[src/rtl/bse_pkg.sv]
// ----------------------------------------------------------------------------
// bse_pkg
// Shared types, constants and the symbol mapping for the Base92 stream encoder.
// ----------------------------------------------------------------------------
`default_nettype none

package bse_pkg;

   // bit buffer and block geometry
   localparam int BUF_BITS    = 20;
   localparam int CNT_BITS    = 5;
   localparam int BLOCK_BITS  = 13;
   localparam int SHORT_BITS  = 6;
   localparam int CHAR_BITS   = 7;
   localparam int QUOT_BITS   = 7;

   // divide by 91 as multiply by reciprocal: floor(v * 2881 / 2^18) for v < 8192
   localparam int RADIX       = 91;
   localparam int RECIP       = 2881;
   localparam int RECIP_SHIFT = 18;
   localparam int PROD_BITS   = 25;

   // job queue between front and back
   localparam int QUEUE_DEPTH = 4;
   localparam int QUEUE_AW    = $clog2(QUEUE_DEPTH);
   localparam int QUEUE_CW    = $clog2(QUEUE_DEPTH + 1);

   localparam logic [CHAR_BITS-1:0] TILDE_CHAR = 7'd126;

   typedef enum logic [0:0] {
      JOB_PAIR,
      JOB_SINGLE
   } job_kind_type;

   typedef enum logic [0:0] {
      PH_HIGH,
      PH_LOW
   } phase_type;

   // one unit of work: a 13-bit block (two chars) or one finished char
   typedef struct packed {
      job_kind_type            kind;
      logic [BLOCK_BITS-1:0]   value;
      logic                    end_of_run;
      logic                    end_of_message;
   } job_type;

   // map a symbol index 0..90 onto the printable alphabet
   function automatic logic [CHAR_BITS-1:0] sym_code(input logic [CHAR_BITS-1:0] v);
      logic [CHAR_BITS-1:0] ch;
      if (v == 7'd0) begin
         ch = 7'd33;
      end else if (v < 7'd62) begin
         ch = v + 7'd34;
      end else begin
         ch = v + 7'd35;
      end
      return ch;
   endfunction

endpackage

`default_nettype wire

[src/rtl/bse_front.sv]
// ----------------------------------------------------------------------------
// bse_front
// Accepts message bytes, keeps the bit buffer and turns each byte into zero,
// one or two jobs for the character back end.
// ----------------------------------------------------------------------------
`default_nettype none

module bse_front import bse_pkg::*; (
   input  wire logic                 clock,
   input  wire logic                 reset,
   input  wire logic                 push,
   output logic                      full,
   input  wire logic [7:0]           req_data_byte,
   input  wire logic                 req_last_byte,
   input  wire logic                 req_empty_message,
   output logic                      job_push,
   output job_type                   job_data,
   input  wire logic                 job_full
);

   logic [BUF_BITS-1:0]   buffer_ff, buffer_in;
   logic [CNT_BITS-1:0]   count_ff, count_in;
   logic                  pend_valid_ff, pend_valid_in;
   job_type               pend_job_ff, pend_job_in;

   logic                  accept;
   logic [BUF_BITS-1:0]   buf_new;
   logic [CNT_BITS-1:0]   cnt8;
   logic [CNT_BITS-1:0]   cnt_left;
   logic                  has_block;
   logic                  has_flush;
   logic [2:0]            blk_shift;
   logic [BUF_BITS-1:0]   blk_shifted;
   logic [3:0]            pair_shift;
   logic [BLOCK_BITS-1:0] pair_value;
   logic [2:0]            short_shift;
   logic [SHORT_BITS-1:0] short_value;
   job_type               block_job;
   job_type               flush_job;
   job_type               first_job;

   assign full   = pend_valid_ff | job_full;
   assign accept = push & ~full;

   // shift the byte in and find the block and the flush leftovers
   always_comb begin
      buf_new     = {buffer_ff[BUF_BITS-9:0], req_data_byte};
      cnt8        = count_ff + CNT_BITS'(8);
      has_block   = cnt8 >= CNT_BITS'(BLOCK_BITS);
      blk_shift   = 3'(cnt8 - CNT_BITS'(BLOCK_BITS));
      blk_shifted = buf_new >> blk_shift;
      cnt_left    = has_block ? (cnt8 - CNT_BITS'(BLOCK_BITS)) : cnt8;
      has_flush   = req_last_byte & (cnt_left != '0);
      pair_shift  = 4'(CNT_BITS'(BLOCK_BITS) - cnt_left);
      pair_value  = buf_new[BLOCK_BITS-1:0] << pair_shift;
      short_shift = 3'(CNT_BITS'(SHORT_BITS) - cnt_left);
      short_value = buf_new[SHORT_BITS-1:0] << short_shift;

      block_job.kind           = JOB_PAIR;
      block_job.value          = blk_shifted[BLOCK_BITS-1:0];
      block_job.end_of_run     = ~has_flush;
      block_job.end_of_message = ~has_flush & req_last_byte;

      flush_job.end_of_run     = 1'b1;
      flush_job.end_of_message = 1'b1;
      if (cnt_left < CNT_BITS'(7)) begin
         flush_job.kind  = JOB_SINGLE;
         flush_job.value = BLOCK_BITS'(sym_code(CHAR_BITS'(short_value)));
      end else begin
         flush_job.kind  = JOB_PAIR;
         flush_job.value = pair_value;
      end

      if (req_empty_message) begin
         first_job.kind           = JOB_SINGLE;
         first_job.value          = BLOCK_BITS'(TILDE_CHAR);
         first_job.end_of_run     = 1'b1;
         first_job.end_of_message = 1'b1;
      end else if (has_block) begin
         first_job = block_job;
      end else begin
         first_job = flush_job;
      end
   end

   // drive the queue: the pending second job goes first when held
   always_comb begin
      if (pend_valid_ff) begin
         job_push = ~job_full;
         job_data = pend_job_ff;
      end else begin
         job_push = accept & (req_empty_message | has_block | has_flush);
         job_data = first_job;
      end
   end

   // advance the bit buffer and hold a second job if the item made two
   always_comb begin
      buffer_in     = buffer_ff;
      count_in      = count_ff;
      pend_valid_in = pend_valid_ff;
      pend_job_in   = pend_job_ff;
      if (pend_valid_ff && !job_full) begin
         pend_valid_in = 1'b0;
      end
      if (accept) begin
         if (req_empty_message || req_last_byte) begin
            buffer_in = '0;
            count_in  = '0;
         end else begin
            buffer_in = buf_new;
            count_in  = cnt_left;
         end
         if (!req_empty_message && has_block && has_flush) begin
            pend_valid_in = 1'b1;
            pend_job_in   = flush_job;
         end
      end
   end

   always_ff @(posedge clock) begin
      if (reset) begin
         buffer_ff     <= '0;
         count_ff      <= '0;
         pend_valid_ff <= 1'b0;
      end else begin
         buffer_ff     <= buffer_in;
         count_ff      <= count_in;
         pend_valid_ff <= pend_valid_in;
      end
      pend_job_ff <= pend_job_in;
   end

   // pending bits never reach a full block between items
   a_count_range : assert property (@(posedge clock) disable iff (reset)
      count_ff <= CNT_BITS'(12))
      else $error("bit count above 12 between items");

   // a second job is only held after a flush that followed a block
   a_pend_is_flush : assert property (@(posedge clock) disable iff (reset)
      $rose(pend_valid_ff) |-> pend_job_ff.end_of_message && $past(req_last_byte))
      else $error("pending job without a last byte");

endmodule

`default_nettype wire

[src/rtl/bse_queue.sv]
// ----------------------------------------------------------------------------
// bse_queue
// Short job queue that decouples the byte front end from the character back end.
// ----------------------------------------------------------------------------
`default_nettype none

module bse_queue import bse_pkg::*; (
   input  wire logic     clock,
   input  wire logic     reset,
   input  wire logic     in_push,
   input  job_type       in_job,
   output logic          in_full,
   input  wire logic     out_pop,
   output job_type       out_job,
   output logic          out_empty
);

   job_type               slot_ff [QUEUE_DEPTH];
   logic [QUEUE_AW-1:0]   wr_ptr_ff, wr_ptr_in;
   logic [QUEUE_AW-1:0]   rd_ptr_ff, rd_ptr_in;
   logic [QUEUE_CW-1:0]   fill_ff, fill_in;
   logic                  do_push;
   logic                  do_pop;

   assign in_full   = fill_ff == QUEUE_CW'(QUEUE_DEPTH);
   assign out_empty = fill_ff == '0;
   assign out_job   = slot_ff[rd_ptr_ff];
   assign do_push   = in_push & ~in_full;
   assign do_pop    = out_pop & ~out_empty;

   // advance pointers and fill level
   always_comb begin
      wr_ptr_in = do_push ? wr_ptr_ff + QUEUE_AW'(1) : wr_ptr_ff;
      rd_ptr_in = do_pop  ? rd_ptr_ff + QUEUE_AW'(1) : rd_ptr_ff;
      fill_in   = fill_ff;
      if (do_push && !do_pop) begin
         fill_in = fill_ff + QUEUE_CW'(1);
      end else if (!do_push && do_pop) begin
         fill_in = fill_ff - QUEUE_CW'(1);
      end
   end

   always_ff @(posedge clock) begin
      if (reset) begin
         wr_ptr_ff <= '0;
         rd_ptr_ff <= '0;
         fill_ff   <= '0;
      end else begin
         wr_ptr_ff <= wr_ptr_in;
         rd_ptr_ff <= rd_ptr_in;
         fill_ff   <= fill_in;
      end
      if (do_push) begin
         slot_ff[wr_ptr_ff] <= in_job;
      end
   end

   // pointers stay in step with the fill level
   a_ptr_fill : assert property (@(posedge clock) disable iff (reset)
      (fill_ff == '0 || fill_ff == QUEUE_CW'(QUEUE_DEPTH)) |-> wr_ptr_ff == rd_ptr_ff)
      else $error("queue pointers out of step");

   // the front end never pushes into a full queue
   a_no_overflow : assert property (@(posedge clock) disable iff (reset)
      !(in_push && in_full))
      else $error("push into full job queue");

endmodule

`default_nettype wire

[src/rtl/bse_back.sv]
// ----------------------------------------------------------------------------
// bse_back
// Splits each block into quotient and remainder by 91, maps them to
// characters, passes single-character jobs through and feeds the result register.
// ----------------------------------------------------------------------------
`default_nettype none

module bse_back import bse_pkg::*; (
   input  wire logic                  clock,
   input  wire logic                  reset,
   input  wire logic                  job_empty,
   input  job_type                    job_data,
   output logic                       job_pop,
   output logic                       empty,
   input  wire logic                  pop,
   output logic [CHAR_BITS-1:0]       rsp_out_char,
   output logic                       rsp_end_of_run,
   output logic                       rsp_end_of_message
);

   // work stage
   logic                  stg_valid_ff, stg_valid_in;
   job_type               stg_job_ff, stg_job_in;
   logic [QUOT_BITS-1:0]  stg_quot_ff, stg_quot_in;
   phase_type             stg_phase_ff, stg_phase_in;

   // result register
   logic                  rsp_valid_ff, rsp_valid_in;
   logic [CHAR_BITS-1:0]  rsp_char_ff, rsp_char_in;
   logic                  rsp_eor_ff, rsp_eor_in;
   logic                  rsp_eom_ff, rsp_eom_in;

   logic [PROD_BITS-1:0]  quot_prod;
   logic [BLOCK_BITS-1:0] quot_times;
   logic [BLOCK_BITS-1:0] remainder;
   logic [CHAR_BITS-1:0]  stg_char;
   logic                  stg_last;
   logic                  out_load;
   logic                  stage_done;

   // quotient by reciprocal multiply of the incoming block
   assign quot_prod = PROD_BITS'(job_data.value) * PROD_BITS'(RECIP);

   // remainder from the registered quotient
   assign quot_times = BLOCK_BITS'(stg_quot_ff) * BLOCK_BITS'(RADIX);
   assign remainder  = stg_job_ff.value - quot_times;

   // pick the character the stage offers this cycle
   always_comb begin
      if (stg_job_ff.kind == JOB_SINGLE) begin
         stg_char = stg_job_ff.value[CHAR_BITS-1:0];
         stg_last = 1'b1;
      end else if (stg_phase_ff == PH_HIGH) begin
         stg_char = sym_code(stg_quot_ff);
         stg_last = 1'b0;
      end else begin
         stg_char = sym_code(remainder[CHAR_BITS-1:0]);
         stg_last = 1'b1;
      end
   end

   assign empty      = ~rsp_valid_ff;
   assign out_load   = stg_valid_ff & (~rsp_valid_ff | pop);
   assign stage_done = out_load & stg_last;
   assign job_pop    = ~job_empty & (~stg_valid_ff | stage_done);

   // next state of the stage and the result register
   always_comb begin
      stg_valid_in = stg_valid_ff;
      stg_job_in   = stg_job_ff;
      stg_quot_in  = stg_quot_ff;
      stg_phase_in = stg_phase_ff;
      if (job_pop) begin
         stg_valid_in = 1'b1;
         stg_job_in   = job_data;
         stg_quot_in  = quot_prod[RECIP_SHIFT +: QUOT_BITS];
         stg_phase_in = PH_HIGH;
      end else if (stage_done) begin
         stg_valid_in = 1'b0;
      end else if (out_load) begin
         stg_phase_in = PH_LOW;
      end

      rsp_valid_in = rsp_valid_ff;
      rsp_char_in  = rsp_char_ff;
      rsp_eor_in   = rsp_eor_ff;
      rsp_eom_in   = rsp_eom_ff;
      if (out_load) begin
         rsp_valid_in = 1'b1;
         rsp_char_in  = stg_char;
         rsp_eor_in   = stg_last & stg_job_ff.end_of_run;
         rsp_eom_in   = stg_last & stg_job_ff.end_of_message;
      end else if (pop) begin
         rsp_valid_in = 1'b0;
      end
   end

   always_ff @(posedge clock) begin
      if (reset) begin
         stg_valid_ff <= 1'b0;
         stg_phase_ff <= PH_HIGH;
         rsp_valid_ff <= 1'b0;
      end else begin
         stg_valid_ff <= stg_valid_in;
         stg_phase_ff <= stg_phase_in;
         rsp_valid_ff <= rsp_valid_in;
      end
      stg_job_ff  <= stg_job_in;
      stg_quot_ff <= stg_quot_in;
      rsp_char_ff <= rsp_char_in;
      rsp_eor_ff  <= rsp_eor_in;
      rsp_eom_ff  <= rsp_eom_in;
   end

   assign rsp_out_char       = rsp_char_ff;
   assign rsp_end_of_run     = rsp_eor_ff;
   assign rsp_end_of_message = rsp_eom_ff;

   // only a block job has a second character
   a_low_is_pair : assert property (@(posedge clock) disable iff (reset)
      (stg_valid_ff && stg_phase_ff == PH_LOW) |-> stg_job_ff.kind == JOB_PAIR)
      else $error("second character phase on a single job");

   // the quotient of a 13-bit block stays a valid symbol index
   a_quot_range : assert property (@(posedge clock) disable iff (reset)
      (stg_valid_ff && stg_job_ff.kind == JOB_PAIR) |-> stg_quot_ff < QUOT_BITS'(RADIX))
      else $error("quotient out of range");

endmodule

`default_nettype wire

[src/rtl/base92_stream_encoder.sv]
// ----------------------------------------------------------------------------
// base92_stream_encoder
// Streaming Base92 encoder: bytes in, printable characters out.
//
//   channel   ports                                         handshake
//   input     req_data_byte, req_last_byte,                 push / full
//             req_empty_message
//   result    rsp_out_char, rsp_end_of_run,                 empty / pop
//             rsp_end_of_message
//
// A byte is taken whenever push is high and full is low; an item that yields
// a block and a flush holds full while its second job enters the queue.
// The back end issues one character per cycle while pop keeps the single result
// register free. A character passes the queue, the work stage and that register
// on its way from an accepted byte to the result ports.
// Synchronous reset clears the bit buffer, the queue and all valid flags.
// A stall on pop backs up through the queue to full; neither side drops beats.
// ----------------------------------------------------------------------------
`default_nettype none

module base92_stream_encoder import bse_pkg::*; (
   input  wire logic                 clock,
   input  wire logic                 reset,
   input  wire logic                 push,
   output logic                      full,
   input  wire logic [7:0]           req_data_byte,
   input  wire logic                 req_last_byte,
   input  wire logic                 req_empty_message,
   output logic                      empty,
   input  wire logic                 pop,
   output logic [CHAR_BITS-1:0]      rsp_out_char,
   output logic                      rsp_end_of_run,
   output logic                      rsp_end_of_message
);

   logic     fq_push;
   job_type  fq_job;
   logic     fq_full;
   logic     qb_pop;
   job_type  qb_job;
   logic     qb_empty;

   // classify bytes into jobs
   bse_front u_front (
      .clock             (clock),
      .reset             (reset),
      .push              (push),
      .full              (full),
      .req_data_byte     (req_data_byte),
      .req_last_byte     (req_last_byte),
      .req_empty_message (req_empty_message),
      .job_push          (fq_push),
      .job_data          (fq_job),
      .job_full          (fq_full)
   );

   // decouple front and back
   bse_queue u_queue (
      .clock     (clock),
      .reset     (reset),
      .in_push   (fq_push),
      .in_job    (fq_job),
      .in_full   (fq_full),
      .out_pop   (qb_pop),
      .out_job   (qb_job),
      .out_empty (qb_empty)
   );

   // turn jobs into characters
   bse_back u_back (
      .clock              (clock),
      .reset              (reset),
      .job_empty          (qb_empty),
      .job_data           (qb_job),
      .job_pop            (qb_pop),
      .empty              (empty),
      .pop                (pop),
      .rsp_out_char       (rsp_out_char),
      .rsp_end_of_run     (rsp_end_of_run),
      .rsp_end_of_message (rsp_end_of_message)
   );

endmodule

`default_nettype wire

[config.mk]
export PLATFORM = sky130hd
export DESIGN_NAME = base92_stream_encoder
export DESIGN_NICKNAME = d
export VERILOG_FILES = /design/src/rtl/bse_pkg.sv /design/src/rtl/bse_front.sv /design/src/rtl/bse_queue.sv /design/src/rtl/bse_back.sv /design/src/rtl/base92_stream_encoder.sv
export SDC_FILE = /design/constraint.sdc
export NUM_CORES = 1
export LEC_CHECK = 0
export ABC_AREA = 1
export BUFFER_PORTS_ARGS = -buffer_cell sky130_fd_sc_hd__buf_4
export CAP_MARGIN = 10
export CORE_MARGIN = 2
export CORE_UTILIZATION = 55
export CTS_CLUSTER_SIZE = 24
export DETAILED_ROUTE_END_ITERATION = 10
export PLACE_DENSITY = 0.71
export SETUP_SLACK_MARGIN = 0.1
export SKIP_LAST_GASP = 1
export SLEW_MARGIN = 0
export SYNTH_ARGS = -nofsm -noshare
export SYNTH_HDL_FRONTEND = slang
export SYNTH_SLANG_ARGS = --single-unit
export TNS_END_PERCENT = 50
[constraint.sdc]
create_clock -name clock -period 5.31 [get_ports clock]
set_clock_uncertainty 0.2 [all_clocks]
set_input_delay 0.531 -clock clock [delete_from_list [all_inputs] [get_ports clock]]
set_output_delay 0.531 -clock clock [all_outputs]
set_load 0.02 [all_outputs]
==> results.py <==
metrics = {
    "global_route": {
        "grt_usage": 0.244,
        "grt_max_degree": 35,
        "grt_overflow": 0,
        "grt_pass1_vias": 7914,
        "antenna_found_initial": 0,
        "grt_pass1_wl_mm": 38.0,
    },
    "sta": {
        "tns_ps": 0,
        "worstMarginPinSlew_ps": 753,
        "slew_headroom": 0.497,
        "grt_setup_unrepaired": "true",
        "timing.final.crit_share": 0.934,
        "finalHoldViolCount": 0,
        "maxSlewViolCount": 0,
        "clock.fmax_ghz": 0.202,
        "period_needed_ps": 4960,
        "setup_viol": 0,
    },
    "setup_path": {
        "crit_path_end": "u_back.stg_quot_ff[6]",
        "cpMaxStageDelayCell": "fa_1",
        "cp.depth": 21,
        "critPathMaxStageDelay_ps": 540,
        "cp.required_ps": 5270,
        "worst_r2r_endpoint": "u_back.stg_quot_ff[6]",
        "r2r_slack_ps": 350,
        "cp_cell_sequence": "inv_1, buf_4, o21ai_0, o22ai_1, ha_1, fa_1, inv_1, fa_1, inv_1, ha_1, ha_1, ha_1, a21oi_1, o21ai_0, a21oi_1, nand2_1, nand3_1, nand2_1, nand4_1, nand2_1, xor2_1",
        "critPathTopFamily": "adder cells",
        "critical_path.endpoint_type": "flip-flop",
        "path_max_fanout": 30,
        "rr_worst_depth": 21,
        "cp-start-kind": "flip-flop",
        "worstPathArrival_ps": 4920,
        "crit_type": "flip-flop to flip-flop",
        "crit_buf_inv": 4,
        "cpMostUsedCell": "ha_1",
    },
    "yosys": {
        "synth_area_leaders": "edfxtp_1 31%, ha_1 13%, nand2_1 9.8%",
        "avgSynthCellArea_um2": 8.36,
        "yosys_warnings": 0,
        "yosysUniqueCellTypes": 49,
        "synth-seq-cells": 134,
        "yosys.area.top_type": "edfxtp_1",
        "yosysTopAreaCellShare": 0.309,
        "synth-async-reset-ratio": 0,
        "synth-edff-count": 104,
        "synthFlopType": "edfxtp_1",
        "synthesis.nets": 1361,
        "netlist_instances": 1210,
        "syn_area_um2": 10100,
        "yosysSeqAreaShare": 0.368,
    },
    "placement": {
        "io_buffers": 24,
        "gp_congestion": 0.912,
        "dp.final_hpwl_mm": 17.4,
    },
    "die": {
        "dieArea_um2": 19500,
        "die_h_um": 140,
        "boundaryPins": 25,
        "die_w_um": 140,
        "coreArea_um2": 18000,
        "rows": 49,
        "initial_utilization": 0.561,
    },
    "drt": {
        "wl_mm": 22.7,
        "drt_iter0_markers": 493,
        "wl_per_cell_um": 15.4,
        "viasPerCell": 5.50,
        "ant_nets": 0,
        "dr.pass1.iters": 5,
        "vias": 8103,
        "drc": 0,
    },
    "cts": {
        "cts.sinks": 134,
        "clock_path_buffers": 2,
        "clkTransAtPathRegs_ps": 60,
        "cts-root-buf": "clkbuf_16",
        "cts_tree": "done",
        "cts_made_buffers": 17,
        "htreeDepth": 4,
        "cts_setup_buffers": 0,
        "clkLatencyLatePin_ps": 420,
    },
    "cells_and_area": {
        "drive_gt1_frac": 0.0835,
        "n_antenna_cell": 0,
        "fin_nets": 1383,
        "syn_to_final_growth_pct": 10.1,
        "fin_util": 0.617,
    },
    "outcome": {
        "status": "finished clean",
    },
    "worst_hold_path": {
        "min_path_type": "input pin to flip-flop",
    },
    "flow_run": {
        "cap_violations": 0,
    },
}
cells by family after synthesis:
family | share of synthesized area
compound gates | 0.127
xor+xnor | 0.0328
buf+inv | 0.0770
fa+ha+maj | 0.193
simple gates | 0.197
flops | 0.368
mux | 0.00495
cell type report:
cell class	count	area (um^2)
sequential	134	3720
multi-input combinational	875	5620
clock buffer	21	440
tap	229	287
clock inverter	11	133
fill	1596	6900
inverter	163	617
timing repair buffer	41	312
state kept, by name (all words and copies together) (netlist names), named ones only:
signal and flops:
u_queue.wr_ptr_ff 2, u_back.stg_valid_ff 1, u_front.buffer_ff 12, u_back.stg_phase_ff 1, u_back.stg_job_ff 10, u_back.rsp_valid_ff 1
u_front.pend_job_ff 14, u_front.pend_valid_ff 1, u_back.stg_quot_ff 7, u_queue.fill_ff 3, u_back.rsp_end_of_message 1, u_back.rsp_out_char 7
u_back.rsp_end_of_run 1, u_queue.slot_ff 64, u_front.count_ff 5, u_queue.rd_ptr_ff 2
cell usage in the layout, fill, tap and decap left out, types with 2 or more instances in the layout:
master / n
a211oi_1: 2
a21o_1: 2
a21oi_1: 78
a31oi_1: 5
buf_4: 40
bufinv_16: 3
clkbuf_1: 4
clkbuf_16: 17
clkinv_1: 4
clkinv_2: 4
clkinvlp_4: 2
dfxtp_1: 29
edfxtp_1: 104
fa_1: 32
ha_1: 105
inv_1: 155
inv_2: 5
mux2i_1: 5
nand2_1: 265
nand2_2: 7
nand2_4: 4
nand3_1: 60
nand3_2: 6
nand4_1: 7
nor2_1: 94
nor2_2: 2
nor2_4: 2
nor3_1: 7
nor3b_1: 3
o211ai_1: 10
o21a_1: 2
o21ai_0: 104
o21ai_1: 10
o21bai_1: 3
o22ai_1: 15
xnor2_1: 8
xor2_1: 23
cells in the mapped netlist, types with 4 or more instances:
cell and n:
nand2_1 265, inv_1 155, ha_1 105, edfxtp_1 104, o21ai_0 104, nor2_1 95
a21oi_1 78, nand3_1 60, fa_1 32, dfxtp_1 30, clkbuf_1 28, xor2_1 23
o22ai_1 16, o211ai_1 10, o21ai_1 10, xnor2_1 8, nand2_2 7, nand4_1 7
nor3_1 7, buf_2 6, nand3_2 6, a31oi_1 5, inv_2 5, mux2i_1 5
nand2_4 4
metal layers:
layer / share of wire / track usage / up-vias
met5: 0 / 0 / -
met4: 0.031 / 0.0900 / 0
met3: 0.042 / 0.0434 / 52
met2: 0.52 / 0.450 / 204
met1: 0.41 / 0.282 / 3764
li1: - / - / 4083
timing repair:
action / CTS / global route
resized for setup: 0 / 3
setup endpoints to repair: 0 / 5
hold buffers: 0 / 0
hold endpoints to repair: 0 / 0
worst min path at each step:
stage	start	end	slack, ps	depth (start not counted)
final	pop	u_back.rsp_valid_ff	200	4
after detailed placement	u_front.count_ff[4]	u_front.count_ff[4]	260	2
after CTS	req_data_byte[2]	u_front.buffer_ff[2]	180	3
after global placement	u_front.buffer_ff[11]	u_front.buffer_ff[11]	250	2
after floorplan	u_front.buffer_ff[4]	u_front.buffer_ff[4]	250	2
after global routing	req_data_byte[4]	u_front.buffer_ff[4]	190	3
worst min-delay path: stages:
cell,delay [ps]
buf_4,80
nor2_1,50
nor2_1,80
nor2_1,40
through the flow:
step	cells	area (um^2)	worst slack [ps]	hold slack (ps)
after floorplan	1210	10100	320	245
after global placement	1442	10500	387	252
after detailed placement	1442	10500	300	260
after CTS	1474	11100	237	181
after global routing	1474	11100	30.2	193
final	1474	11100	352	195
Power is not shown: default switching activity piles up to over one toggle a cycle in this logic, so the estimate is an artifact.
